===== config.mk =====
export PLATFORM = sky130hd
export DESIGN_NAME = ups_regs
export DESIGN_NICKNAME = d
export VERILOG_FILES = /design/src/rtl/ups_pkg.sv /design/src/rtl/ups_regs.sv
export SDC_FILE = /design/constraint.sdc
export NUM_CORES = 1
export LEC_CHECK = 0
export BUFFER_PORTS_ARGS = -buffer_cell sky130_fd_sc_hd__buf_2
export CORE_AREA = 3 3 110 112
export DETAILED_ROUTE_END_ITERATION = 10
export DIE_AREA = 0 0 113 115
export GPL_TIMING_DRIVEN = 0
export PLACE_DENSITY = 0.71
export SLEW_MARGIN = 5
export SYNTH_ARGS = -nofsm -noshare
export SYNTH_HDL_FRONTEND = slang
export SYNTH_SLANG_ARGS = --single-unit

===== constraint.sdc =====
create_clock -name clk -period 1.75 [get_ports clk]
set_input_delay 0.175 -clock clk [delete_from_list [all_inputs] [get_ports clk]]
set_output_delay 0.175 -clock clk [all_outputs]
set_load 0.02 [all_outputs]

===== src/rtl/ups_pkg.sv =====
// ----------------------------------------------------------------------------
// ups_pkg: shared types and constants for the unicycle PD state propagator
// Fixed-point formats, pipeline depths, register map and the CORDIC table.
// ----------------------------------------------------------------------------
`timescale 1ns / 1ps

package ups_pkg;

	// number formats
	localparam int FRAC_BITS = 16;
	localparam int TRIG_BITS = 20;

	// CORDIC: 24 rotations, four to a stage
	localparam int CORDIC_STEPS     = 24;
	localparam int CORDIC_PER_STAGE = 4;
	localparam int CORDIC_STAGES    = CORDIC_STEPS / CORDIC_PER_STAGE;

	// turn-rate divider: 21 quotient bits, three to a stage
	localparam int DIV_BITS      = 21;
	localparam int DIV_PER_STAGE = 3;
	localparam int DIV_STAGES    = DIV_BITS / DIV_PER_STAGE;

	// pipeline depths of the top level
	localparam int PIPE_DEPTH = 25;
	localparam int SIDE_DEPTH = 22;
	localparam int TRIG_DEPTH = 6;
	localparam int POS_DEPTH  = 8;

	// angles at 30 fractional bits for the CORDIC
	localparam logic signed [34:0] PI_Q30      = 35'sd3373259426;
	localparam logic signed [34:0] TWO_PI_Q30  = 35'sd6746518852;
	localparam logic signed [34:0] HALF_PI_Q30 = 35'sd1686629713;
	localparam logic signed [33:0] CORDIC_GAIN = 34'sd652032874;

	// pi at FRAC_BITS fractional bits, rounded
	localparam int PI_F = 205887;

	// register map
	typedef enum logic [2:0] {
		REG_GAIN_POS    = 3'd0,
		REG_GAIN_VEL    = 3'd1,
		REG_ACCEL_LIMIT = 3'd2,
		REG_TURN_LIMIT  = 3'd3,
		REG_SURGE_MIN   = 3'd4,
		REG_SURGE_MAX   = 3'd5,
		REG_STEP_TIME   = 3'd6
	} reg_idx_t;

	typedef struct packed {
		logic [16:0] gain_pos;
		logic [16:0] gain_vel;
		logic [19:0] accel_limit;
		logic [19:0] turn_limit;
		logic [19:0] surge_min;
		logic [19:0] surge_max;
		logic [16:0] step_time;
	} cfg_t;

	localparam cfg_t CFG_RESET = '{
		gain_pos:    17'd2071,
		gain_vel:    17'd20015,
		accel_limit: 20'd7864,
		turn_limit:  20'd32768,
		surge_min:   20'd6554,
		surge_max:   20'd327680,
		step_time:   17'd6554
	};

	// arctangent of 2^-i at 30 fractional bits
	function automatic logic signed [34:0] atan_q30(input int idx);
		logic signed [34:0] v;
		unique case (idx)
			0:  v = 35'sd843314857;
			1:  v = 35'sd497837829;
			2:  v = 35'sd263043837;
			3:  v = 35'sd133525159;
			4:  v = 35'sd67021687;
			5:  v = 35'sd33543516;
			6:  v = 35'sd16775851;
			7:  v = 35'sd8388437;
			8:  v = 35'sd4194283;
			9:  v = 35'sd2097149;
			10: v = 35'sd1048576;
			11: v = 35'sd524288;
			12: v = 35'sd262144;
			13: v = 35'sd131072;
			14: v = 35'sd65536;
			15: v = 35'sd32768;
			16: v = 35'sd16384;
			17: v = 35'sd8192;
			18: v = 35'sd4096;
			19: v = 35'sd2048;
			20: v = 35'sd1024;
			21: v = 35'sd512;
			22: v = 35'sd256;
			23: v = 35'sd128;
			default: v = '0;
		endcase
		return v;
	endfunction

endpackage


===== src/rtl/ups_regs.sv =====
// ----------------------------------------------------------------------------
// ups_regs: configuration register file
// Decodes the write port and holds the control gains, limits and step time.
// ----------------------------------------------------------------------------
`timescale 1ns / 1ps

module ups_regs (
	input  logic          clk,
	input  logic          arst_n,
	input  logic          cfg_we,
	input  logic [2:0]    cfg_idx,
	input  logic [19:0]   cfg_wdata,
	output ups_pkg::cfg_t cfg
);
	import ups_pkg::*;

	cfg_t cfg_q;

	// decode the index and load the addressed register
	always_ff @(posedge clk or negedge arst_n) begin
		if (!arst_n) begin
			cfg_q <= CFG_RESET;
		end else if (cfg_we) begin
			unique case (reg_idx_t'(cfg_idx))
				REG_GAIN_POS:    cfg_q.gain_pos    <= cfg_wdata[16:0];
				REG_GAIN_VEL:    cfg_q.gain_vel    <= cfg_wdata[16:0];
				REG_ACCEL_LIMIT: cfg_q.accel_limit <= cfg_wdata;
				REG_TURN_LIMIT:  cfg_q.turn_limit  <= cfg_wdata;
				REG_SURGE_MIN:   cfg_q.surge_min   <= cfg_wdata;
				REG_SURGE_MAX:   cfg_q.surge_max   <= cfg_wdata;
				REG_STEP_TIME:   cfg_q.step_time   <= cfg_wdata[16:0];
				default: ;
			endcase
		end
	end

	assign cfg = cfg_q;

endmodule


# Word-level counts from Yosys, hierarchy flattened
# Cells that the tools add are included.
[totals]
reg_bits = 131
word_cells = 21
[op_classes]
eq_ne = 6
reduce_logical = 8
[ops]
columns = ["operator", "count"]
rows = [
  ["AND reduction 2 bit", 7],
  ["== test 3 bit (second input constant)", 3],
  ["== test 3 x 2 -> 1 bit (second input constant)", 2],
  ["== test 3 x 1 -> 1 bit (second input constant)", 1],
  ["zero test 3 bit", 1],
]

# Longest topological paths before layout
[depth]
depth_word = 2
depth_mapped = 4
mapped_depth_nobuf = 2

# Worst setup path before layout
# Ideal clock, no wire load.
[synth_timing]
path_kind = "input -> register"
from = "input port cfg_idx[0]"
to = "register cfg_q, in the netlist cfg[123]"
setup_ns = 0.125
arrival_ns = 1.168
required_ns = 1.625
setup_slack_ns = 0.457
path_stages = 3
path_buffers = 1
cell_sequence = "nor4b_4 > buf_6 > mux2_2"
[synth_between]
elab_chain_cells = 2
[synth_lines]
columns = ["item", "line", "rtl"]
rows = [
  ["start, declared", "ups_regs.sv:11", "input logic [2:0] cfg_idx,"],
  ["zero test 3 bit", "ups_regs.sv:24", "unique case (reg_idx_t'(cfg_idx))"],
  ["AND reduction 2 bit (no line)", "-", ""],
  ["end, declared", "ups_regs.sv:17", "cfg_t cfg_q;"],
]
# No other way between the ends.
# A chain may end at the register's enable or synchronous reset.

# Final worst setup path
[layout_timing]
from = "input port cfg_idx[0]"
to = "register cfg_q, in the netlist cfg[129]"
# Same word-level chain as after synthesis.

==> run_results.csv <==
group,metric,value,unit
routing,ant_nets,0,
clock_tree,cts_sinks,131,
synthesis,synth_cell_types,10,
critical_path,critPathSlowestCell,"nor4b_4",
timing,rsz0062_at_grt,"false",
critical_path,worstSetupEndpointType,"flop",
timing,fmax,0.771,GHz
routing,wl,11.2,mm
clock_tree,clock_latency,400,ps
grt,use_met3,8.26,%
routing,drtIter0Drc,146,
placement,port-buffer-count,156,
routing,drt-pass1-iter-count,4,
grt,grtUsageTotal,18.0,%
critical_path,arrival,1580,ps
die,dieArea,0.0130,mm²
clock_tree,tritoncts,"built",
synthesis,ys_seq_area_share,67.0,%
grt,antenna_found_initial,0,
grt,grt_max_degree,77,
grt,grt_first_pass_wirelength,17.7,mm
cells_and_area,ff_latch_area,0.00333,mm²
placement,place_congestion,0.697,
critical_path,cp.required,2040,ps
die,chipWidth,113,µm
grt,use_met2,28.4,%
power_and_ir_drop,cellLeakagePower,3.08,nW
hold_path,hold_path_depth,2,
timing,tns,0,ps
synthesis,yosysWarnings,0,
critical_path,crit_chain,"buf_2, nor4b_4, buf_6, mux2_2",
synthesis,synth_cells,281,
synthesis,syn_area,0.00497,mm²
synthesis,syn-num-nets,307,
timing,hold_viol,0,
grt,overflow,0,
timing,layout_worst_path_cycle_share,74.2,%
routing,viasPerCell,4.95,
synthesis,syn_avg_cell_area,17.7,µm²
cells_and_area,finalNetCount,484,
status,outcome,"complete, no violations",
placement,postPlaceCellArea,0.00596,mm²
flow_run,drv_cap,0,
critical_path,r2r_cells,1,
cells_and_area,drive_above_1_share,79.4,%
critical_path,path_buf_inv,2,
critical_path,cpPeakStageDelay,660,ps
timing,holdWs,41.7,ps
die,num_rows,39,
critical_path,crit_cells,4,
timing,skew,0,ps
clock_tree,cts_root_buf,"clkbuf_16",
critical_path,cp-start-kind,"input port",
clock_tree,cts_buffer_depth,2,
cells_and_area,fin_area,0.00655,mm²
routing,dr_total_vias,3037,
clock_tree,htreeDepth,4,
grt,grt_pass1_vias,3259,
clock_tree,cts_buffers,17,
placement,hpwlAfterDp,7.85,mm
grt,top_usage_layer,"met2",
die,ios,157,
hold_path,hp-class,"input port to flop",
timing,tightest_slew,689,ps
die,die-height,115,µm
synthesis,synth_seq_cells,131,
die,start_util,43.9,%
critical_path,path_class,"input port to flop",
cells_and_area,largest_register_ffs,131,
cells_and_area,antenna_cells,0,
cells_and_area,fillers,942,
routing,drc,0,
critical_path,worst-path-max-fanout,10,
die,core_area,0.0113,mm²
timing,setup_viol,0,
clock_tree,cts_setup_buffers,0,
timing,slew_violations,0,
power_and_ir_drop,finalPower,9.99,mW
clock_tree,cts.clk_slew.worst_paths,50,ps
critical_path,path_delay_family,"simple AND/OR/NAND/NOR gates",
cells_and_area,syn2layout_area_growth,31.8,%
power_and_ir_drop,pwr_density_cell,1530,mW/mm²
timing,max_slew_margin,53.9,%
cells_and_area,multiInputGateArea,0.00157,mm²
power_and_ir_drop,max-vdd-ir-drop,1.10,mV
grt,grt_use_met1,22.4,%
timing,min_period,1300,ps
routing,drt-wirelength-per-cell,18.2,µm
==> where the power goes <==
group	leakage (nW)	internal, mW	switching [mW]	total (mW)
combinational	1.28	0.990	1.46	2.45
sequential	1.51	3.84	0.334	4.18
clock	0.281	2.13	1.23	3.36
==> what timing repair did <==
item	CTS	global route
hold buffers	1	0
hold endpoints to repair	35	0
gates resized for setup	0	0
==> worst paths after layout <==
path                                from       end  slack (ps)
setup / recovery              cfg_idx[0]  cfg[129]         450
hold / removal             cfg_wdata[17]   cfg[34]          40
setup reg to reg                 cfg[37]   cfg[37]         970
hold reg to reg                  cfg[69]   cfg[69]         500
max in group asynchronous         arst_n  cfg[111]         680
min in group asynchronous         arst_n   cfg[75]         300
==> Yosys cell counts <==
master	count	area share [%]
nand4b_2	1	0.30
nand4b_1	2	0.35
mux2_2	131	30
dfrtp_1	92	46
and4bb_2	2	0.50
buf_6	2	0.45
buf_2	10	1.0
nor4b_4	1	0.48
nor4bb_1	1	0.20
dfstp_2	39	21
==> through the flow <==
step                instances  worst slack [ps]  utilization, %
floorplan                 281               457               -
global placement          580             -1050            52.3
detailed placement        581             -34.5            52.6
CTS                       614               400            57.8
global route              614               363            57.8
finish                    614               452            57.8
==> metal layers <==
layer	up-vias	part of all wire [%]	wire length, µm
li1	1363	-	-
met1	1541	42	4710
met2	123	48	5360
met3	10	9.4	1050
met4	0	0.63	70
met5	-	0	0
==> placed cells by master, fill, tap and decap left out, types with 3 or more instances in the layout <==
master,instances
buf_2,165
mux2_2,131
dfrtp_1,92
dfstp_2,39
clkbuf_16,17
clkbuf_8,5
clkinv_2,5
buf_6,3
clkinvlp_4,3
==> cells by family (layout without fill, tap and decap cells) <==
| kind of cell | Yosys count | count (layout) | synth area share, % |
|---|---|---|---|
| buf+inv | 12 | 202 | 1.46 |
| flops | 131 | 131 | 67.0 |
| mux | 131 | 131 | 29.7 |
| simple gates | 7 | 7 | 1.84 |
==> final cells by class <==
cell class                      instances  area share, %
Sequential cell                       131           50.8
Multi-Input combinational cell        138           23.9
Timing Repair Buffer                  158           12.6
Clock buffer                           23           7.61
Tap cell                              143           2.73
Clock inverter                          9           1.19
Buffer                                 12           1.11
(Power assumes the default switching activity.)
