===== src/rtl/ups_pkg.sv =====
// ----------------------------------------------------------------------------
// ups_pkg: shared types and constants for the unicycle PD state propagator
// Fixed-point formats, pipeline depths, register map and the CORDIC table.
// ----------------------------------------------------------------------------
`timescale 1ns / 1ps

package ups_pkg;

	// number formats
	localparam int FRAC_BITS = 16;
	localparam int TRIG_BITS = 20;

	// CORDIC: 24 rotations, four to a stage
	localparam int CORDIC_STEPS     = 24;
	localparam int CORDIC_PER_STAGE = 4;
	localparam int CORDIC_STAGES    = CORDIC_STEPS / CORDIC_PER_STAGE;

	// turn-rate divider: 21 quotient bits, three to a stage
	localparam int DIV_BITS      = 21;
	localparam int DIV_PER_STAGE = 3;
	localparam int DIV_STAGES    = DIV_BITS / DIV_PER_STAGE;

	// pipeline depths of the top level
	localparam int PIPE_DEPTH = 25;
	localparam int SIDE_DEPTH = 22;
	localparam int TRIG_DEPTH = 6;
	localparam int POS_DEPTH  = 8;

	// angles at 30 fractional bits for the CORDIC
	localparam logic signed [34:0] PI_Q30      = 35'sd3373259426;
	localparam logic signed [34:0] TWO_PI_Q30  = 35'sd6746518852;
	localparam logic signed [34:0] HALF_PI_Q30 = 35'sd1686629713;
	localparam logic signed [33:0] CORDIC_GAIN = 34'sd652032874;

	// pi at FRAC_BITS fractional bits, rounded
	localparam int PI_F = 205887;

	// register map
	typedef enum logic [2:0] {
		REG_GAIN_POS    = 3'd0,
		REG_GAIN_VEL    = 3'd1,
		REG_ACCEL_LIMIT = 3'd2,
		REG_TURN_LIMIT  = 3'd3,
		REG_SURGE_MIN   = 3'd4,
		REG_SURGE_MAX   = 3'd5,
		REG_STEP_TIME   = 3'd6
	} reg_idx_t;

	typedef struct packed {
		logic [16:0] gain_pos;
		logic [16:0] gain_vel;
		logic [19:0] accel_limit;
		logic [19:0] turn_limit;
		logic [19:0] surge_min;
		logic [19:0] surge_max;
		logic [16:0] step_time;
	} cfg_t;

	localparam cfg_t CFG_RESET = '{
		gain_pos:    17'd2071,
		gain_vel:    17'd20015,
		accel_limit: 20'd7864,
		turn_limit:  20'd32768,
		surge_min:   20'd6554,
		surge_max:   20'd327680,
		step_time:   17'd6554
	};

	// arctangent of 2^-i at 30 fractional bits
	function automatic logic signed [34:0] atan_q30(input int idx);
		logic signed [34:0] v;
		unique case (idx)
			0:  v = 35'sd843314857;
			1:  v = 35'sd497837829;
			2:  v = 35'sd263043837;
			3:  v = 35'sd133525159;
			4:  v = 35'sd67021687;
			5:  v = 35'sd33543516;
			6:  v = 35'sd16775851;
			7:  v = 35'sd8388437;
			8:  v = 35'sd4194283;
			9:  v = 35'sd2097149;
			10: v = 35'sd1048576;
			11: v = 35'sd524288;
			12: v = 35'sd262144;
			13: v = 35'sd131072;
			14: v = 35'sd65536;
			15: v = 35'sd32768;
			16: v = 35'sd16384;
			17: v = 35'sd8192;
			18: v = 35'sd4096;
			19: v = 35'sd2048;
			20: v = 35'sd1024;
			21: v = 35'sd512;
			22: v = 35'sd256;
			23: v = 35'sd128;
			default: v = '0;
		endcase
		return v;
	endfunction

endpackage


===== src/rtl/ups_divider.sv =====
// ----------------------------------------------------------------------------
// ups_divider: pipelined saturating turn-rate divider
// Divides the lateral term, shifted up by the fraction width, by the surge
// speed, truncating toward zero, and clamps to the turn limit. Restoring
// division, three quotient bits per stage. Nine register stages.
// ----------------------------------------------------------------------------
`timescale 1ns / 1ps

module ups_divider (
	input  logic               clk,
	input  logic signed [38:0] lat,
	input  logic [19:0]        dvs,
	input  logic [19:0]        limit,
	output logic signed [20:0] turn
);
	import ups_pkg::*;

	logic [38:0] mag;
	logic [19:0] d_in;

	// per-stage divider state; index 0 is the set-up stage
	logic [19:0]         r_st   [0:DIV_STAGES];
	logic [DIV_BITS-1:0] q_st   [0:DIV_STAGES];
	logic [DIV_BITS-1:0] nb_st  [0:DIV_STAGES];
	logic [19:0]         d_st   [0:DIV_STAGES];
	logic                ovf_st [0:DIV_STAGES];
	logic                sgn_st [0:DIV_STAGES];

	logic [19:0]         r_nx  [DIV_STAGES];
	logic [DIV_BITS-1:0] q_nx  [DIV_STAGES];
	logic [DIV_BITS-1:0] nb_nx [DIV_STAGES];

	logic [DIV_BITS:0] qm;
	logic [19:0]       t;

	// magnitude and zero-surge guard; the overflow check is registered below
	always_comb begin
		mag  = lat[38] ? 39'(-lat) : 39'(lat);
		d_in = (dvs == '0) ? 20'd1 : dvs;
	end

	// three restoring steps per stage
	always_comb begin
		logic [20:0]         r2;
		logic [19:0]         rt;
		logic [DIV_BITS-1:0] qt, nt;
		for (int g = 0; g < DIV_STAGES; g++) begin
			rt = r_st[g];
			qt = q_st[g];
			nt = nb_st[g];
			for (int j = 0; j < DIV_PER_STAGE; j++) begin
				r2 = {rt, nt[DIV_BITS-1]};
				nt = {nt[DIV_BITS-2:0], 1'b0};
				if (r2 >= {1'b0, d_st[g]}) begin
					r2 = r2 - {1'b0, d_st[g]};
					qt = {qt[DIV_BITS-2:0], 1'b1};
				end else begin
					qt = {qt[DIV_BITS-2:0], 1'b0};
				end
				rt = r2[19:0];
			end
			r_nx[g]  = rt;
			q_nx[g]  = qt;
			nb_nx[g] = nt;
		end
	end

	// advance the division pipeline
	always_ff @(posedge clk) begin
		r_st[0]   <= mag[24:5];
		q_st[0]   <= '0;
		nb_st[0]  <= {mag[4:0], {FRAC_BITS{1'b0}}};
		d_st[0]   <= d_in;
		ovf_st[0] <= (mag >= {14'b0, d_in, 5'b0});
		sgn_st[0] <= lat[38];
		for (int g = 0; g < DIV_STAGES; g++) begin
			r_st[g+1]   <= r_nx[g];
			q_st[g+1]   <= q_nx[g];
			nb_st[g+1]  <= nb_nx[g];
			d_st[g+1]   <= d_st[g];
			ovf_st[g+1] <= ovf_st[g];
			sgn_st[g+1] <= sgn_st[g];
		end
	end

	// saturate, clamp to the limit and restore the sign
	always_comb begin
		qm = ovf_st[DIV_STAGES] ? {1'b1, {DIV_BITS{1'b0}}} : {1'b0, q_st[DIV_STAGES]};
		t  = (qm > {2'b0, limit}) ? limit : qm[19:0];
	end

	always_ff @(posedge clk) begin
		turn <= sgn_st[DIV_STAGES] ? -$signed({1'b0, t}) : $signed({1'b0, t});
	end

endmodule


===== config.mk =====
export PLATFORM = sky130hd
export DESIGN_NAME = ups_divider
export DESIGN_NICKNAME = d
export VERILOG_FILES = /design/src/rtl/ups_pkg.sv /design/src/rtl/ups_divider.sv
export SDC_FILE = /design/constraint.sdc
export NUM_CORES = 2
export LEC_CHECK = 0
export BUFFER_PORTS_ARGS = -buffer_cell sky130_fd_sc_hd__buf_4
export CELL_PAD_IN_SITES_DETAIL_PLACEMENT = 1
export CELL_PAD_IN_SITES_GLOBAL_PLACEMENT = 2
export CORE_MARGIN = 8
export CORE_UTILIZATION = 40
export CTS_BUF_LIST = sky130_fd_sc_hd__clkbuf_16
export DETAILED_ROUTE_END_ITERATION = 10
export GPL_ROUTABILITY_DRIVEN = 0
export PLACE_DENSITY_LB_ADDON = 0.1
export SLEW_MARGIN = 20
export SYNTH_ARGS = -nofsm -noshare
export SYNTH_HDL_FRONTEND = slang
export SYNTH_SLANG_ARGS = --single-unit

===== constraint.sdc =====
create_clock -name clk -period 9.72 [get_ports clk]
set_input_delay 1.944 -clock clk [delete_from_list [all_inputs] [get_ports clk]]
set_output_delay 1.944 -clock clk [all_outputs]
set_load 0.01 [all_outputs]

==> After elaboration in Yosys (flattened, before gate mapping) <==
Memories as Yosys holds them, arrays and structs flattened.
Index checks and enable logic that the tools add are counted.
{ "totals": {"register_bits": 21, "ramBits": 648, "word_cells": 102, "mem_count": 6} }
{ "mem_list": {"columns": ["memory", "words", "width", "read_ports", "rd_ports_with_merged_regs", "write_ports", "line_no", "text"], "rows": [
  ["q_st", 8, 21, 8, 0, 8, "ups_divider.sv:23", "logic [DIV_BITS-1:0] q_st [0:DIV_STAGES];"],
  ["d_st", 8, 20, 7, 0, 8, "ups_divider.sv:25", "logic [19:0] d_st [0:DIV_STAGES];"],
  ["r_st", 8, 20, 7, 0, 8, "ups_divider.sv:22", "logic [19:0] r_st [0:DIV_STAGES];"],
  ["nb_st", 8, 18, 7, 0, 8, "ups_divider.sv:24", "logic [DIV_BITS-1:0] nb_st [0:DIV_STAGES];"],
  ["ovf_st", 8, 1, 8, 0, 8, "ups_divider.sv:26", "logic ovf_st [0:DIV_STAGES];"],
  ["sgn_st", 8, 1, 8, 0, 8, "ups_divider.sv:27", "logic sgn_st [0:DIV_STAGES];"]
]} }
{ "classes": {"n_addsub": 23, "order_cmp": 23, "mux": 47, "n_reduce_logical": 1} }
{ "ops": {"columns": ["op", "n"], "rows": [
  ["2-to-1 mux 20 bit", 24],
  ["greater-or-equal comparator 21 x 20 -> 1 bit", 21],
  ["subtractor 20 bit", 21],
  ["greater-or-equal comparator 39 x 25 -> 1 bit", 1],
  ["2-to-1 mux 39 bit", 1],
  ["negation 39 bit", 1],
  ["> comparator 22 x 20 -> 1 bit", 1],
  ["2-to-1 mux 22 bit", 1],
  ["2-to-1 mux 1 bit", 21],
  ["negation 20 -> 21 bit", 1],
  ["zero test 20 bit", 1]
]} }

==> Depth between registers and ports, before layout <==
An unclocked memory read counts as a cell.
{ "depth": {"depth_word": 7, "ltp_mapped": 40} }

==> Least setup slack after synthesis <==
No wires, ideal clock.
{ "synth_path": {"kind": "register to register", "startpoint": "memory d_st[1][1], in the netlist d_st[0][21]", "endpoint": "memory r_st[2][1]", "setup_ns": 0.119, "arrival_ns": 8.239, "slack_ns": 1.363, "path_stages_with_launch": 38, "period_less_slack_ns": 8.357, "path_cell_list": "dfxtp_1 -> inv_1 -> ha_1 -> nor2b_1 -> o21bai_1 -> a21oi_1 -> o21ai_0 -> a21oi_1 -> o41a_1 -> nor2_1 -> buf_1 -> buf_1 -> nor2_1 -> a21oi_1 -> inv_1 -> ha_1 -> a21oi_1 -> nor4b_1 -> [... 2 more ...] -> nor2_1 -> or3_1 -> a221oi_2 -> nand3_1 -> buf_2 -> a21oi_1 -> ha_1 -> nor2b_1 -> o21ai_0 -> a21oi_1 -> nor4b_1 -> o31a_1 -> a21oi_1 -> or3_1 -> a31oi_1 -> clkbuf_1 -> nand2_1 -> o221a_2"} }
{ "synth_lines": {"columns": ["element", "line_no"], "rows": [
  ["start: declaration", "ups_divider.sv:25"],
  ["end: declaration", "ups_divider.sv:22"]
]} }

==> flow_summary.json <==
{
  "rsz0062_at_grt": "no",
  "critPathKind": "reg2reg",
  "cts_tree": "built",
  "grt_pass1_wl_um": 189000,
  "max_stage_delay_ns": 0.66,
  "startpoint": "d_st[1][41]$_DFF_P_",
  "root_buffer": "clkbuf_16",
  "period_needed_ns": 9.14,
  "syn_nets": 4848,
  "drcViolationCount": 0,
  "cp_common_cell": "a21o_1",
  "syn_to_final_growth_pct": 11.2,
  "synth_area_sq_um": 35300,
  "htreeDepth": 2,
  "clk_latency_ns": 0.60,
  "vias": 31900,
  "synth.area.top_cells": "dfxtp_1 23%, ha_1 16%, xnor2_1 5.4%",
  "antenna_found_initial": 7,
  "wire_per_inst_um": 21.8,
  "ys_warn_count": 0,
  "die_y_um": 313,
  "yosysTopAreaCell": "dfxtp_1",
  "netlist_top_cells_count": "452 x ha_1, 408 x dfxtp_1, 366 x inv_1",
  "synth_top_area_share": 0.231,
  "clkTransAtPathRegs_ns": 0.06,
  "synth-seq-cells": 408,
  "maxCapViolations": 0,
  "cp-end-kind": "flip-flop",
  "finalMaxSlewViolations": 0,
  "synth.distinct_cells": 93,
  "initial_core_util": 0.402,
  "ys_seq_area_frac": 0.231,
  "rr_worst_depth": 31,
  "synth-xor-area-share": 0.0865,
  "die-area_sq_um": 98100,
  "holdBufCountCts": 0,
  "timing.rr.start": "d_st[1][41]$_DFF_P_",
  "postCtsSetupBuffers": 0,
  "setup_viol": 0,
  "crit_fanout": 27,
  "grt.total_usage": 0.240,
  "slew_headroom": 0.293,
  "whs_ns": 0.315,
  "core-area_sq_um": 88000,
  "cts_sinks": 408,
  "synthCells": 4305,
  "yosys.cell_count.top_type": "ha_1",
  "grt_max_degree": 40,
  "synth_edf_count": 0,
  "io_buffers": 100,
  "yosys_most_used_dff": "dfxtp_1",
  "async_flop_share": 0,
  "synth_compound_area_frac": 0.237,
  "antenna_left": 0,
  "status": "completed",
  "muxShareOfSynthArea": 0.0650,
  "r2r_end": "q_st[1][63]$_DFF_P_",
  "arrival_ns": 9.62,
  "start_kind": "flip-flop",
  "synth_fa_ha_area_frac": 0.166,
  "synth_simple_gate_area_frac": 0.160,
  "grt_pass1_vias": 32400,
  "cp-endpoint": "q_st[1][63]$_DFF_P_",
  "numCtsBuffers": 48,
  "overflow": 0,
  "reg2reg_setup_slack_ns": 0.58,
  "synth_top_family_by_area": "compound AO/OA/AOI/OAI gates",
  "worst_pin_slew_ns": 1.05,
  "finClkSkew_ns": 0.0311,
  "hold_class": "reg2reg",
  "hold_viol_final": 0,
  "fmax_ghz": 0.109,
  "n_antenna_cell": 0,
  "fin_nets": 4934,
  "layout-drive-gt1-share": 0.0941,
  "clk_path_buf_depth": 3,
  "worstPathRequired_ns": 10.19,
  "boundaryPins": 101,
  "vias_per_cell": 5.71,
  "firstDrtPassIters": 5,
  "dpl.hpwl_um": 102000,
  "fin_crit_sh": 0.941,
  "critPathSlowestCell": "o311ai_1",
  "rows": 109,
  "drt-initial-drc-count": 1844,
  "syn_avg_cell_area_sq_um": 8.21,
  "drt_wl_total_um": 122000,
  "die_width_um": 313
}
routing by layer:
| layer | vias to the layer above | share of wire | global-route usage |
|---|---|---|---|
| met1 | 15400 | 0.49 | 0.332 |
| met4 | 2 | 0.026 | 0.0637 |
| li1 | 15900 | - | - |
| met2 | 498 | 0.45 | 0.398 |
| met3 | 146 | 0.034 | 0.0229 |
| met5 | - | 0.000098 | 0 |
state kept, by name, summed over array words and instances (netlist names):
register  flops
d_st        140
nb_st         7
ovf_st        8
turn         21
r_st        140
sgn_st        8
q_st         84
worst min-delay path by stage:
stage | to | cells after the start | startpoint
2_1_floorplan | nb_st[1][16]$_DFF_P_ | 0 | nb_st[0][13]$_DFF_P_
3_3_place_gp | q_st[1][79]$_DFF_P_ | 0 | q_st[1][55]$_DFF_P_
3_5_place_dp | q_st[1][58]$_DFF_P_ | 0 | q_st[1][34]$_DFF_P_
4_1_cts | q_st[1][6]$_DFF_P_ | 0 | q_st[0][66]$_DFF_P_
5_1_grt | q_st[1][6]$_DFF_P_ | 0 | q_st[0][66]$_DFF_P_
6_report | q_st[1][4]$_DFF_P_ | 0 | q_st[0][64]$_DFF_P_
stage by stage:
stage / setup WS, ns / cells / instance area [sq um] / TNS, ns / util
global route: 0.0101 / 5595 / 39300 / 0 / 0.447
global placement: 0.168 / 5505 / 37500 / 0 / 0.426
detailed placement: -0.141 / 5505 / 37500 / -2.14 / 0.426
finish: 0.575 / 5595 / 39300 / 0 / 0.447
CTS: 0.0307 / 5594 / 39200 / 0 / 0.445
floorplan: 1.36 / 4305 / 35300 / 0 / -
worst max-delay path, delay by kind of cell (launching register included):
family                     cells  cell delay [ns]
buffers and inverters          2             0.39
adders and majority gates      3             0.94
DFF                            1             0.40
muxes                          1             0.36
AOI/OAI and AO/OA             21             6.14
and+or+nand+nor                4             0.77
layout by cell type (no fill, tap or decap), types with 88 or more instances in the layout:
cell and count:
buf_4 150, nor2_1 291, inv_1 371, dfxtp_1 408, nand2_1 237, ha_1 452, nor3_1 88, mux2i_1 117
mux2_2 99, nand3_1 92, a21o_1 155, o21ai_0 211, xnor2_1 218, xor2_1 131, a21oi_1 333
cells by family (layout without fill, tap and decap cells):
| kind of cell | Yosys count | after routing |
|---|---|---|
| and+or+nand+nor | 1128 | 1129 |
| buffers and inverters | 490 | 614 |
| AOI/OAI and AO/OA | 1250 | 1250 |
| adders and majority gates | 463 | 463 |
| DFF | 408 | 408 |
| xor gates and xnor gates | 349 | 349 |
| muxes | 217 | 217 |
layout make-up:
class / instances / area (sq um)
clock buffer: 50 / 1250
clock inverter: 39 / 437
fill: 10600 / 48700
inverter: 375 / 1410
multi-input combinational: 3408 / 25400
sequential: 408 / 8170
tap: 1165 / 1460
timing repair buffer: 150 / 1130
what timing repair did:
item                       in CTS  in global routing
resized for setup               1                 17
cloned                          0                  1
setup endpoints to repair      21                 38
pin swaps                       0                  1
Power is left out: the tool's default activity adds up to more than one toggle a clock period on the data nets, which glitch-free logic cannot reach.
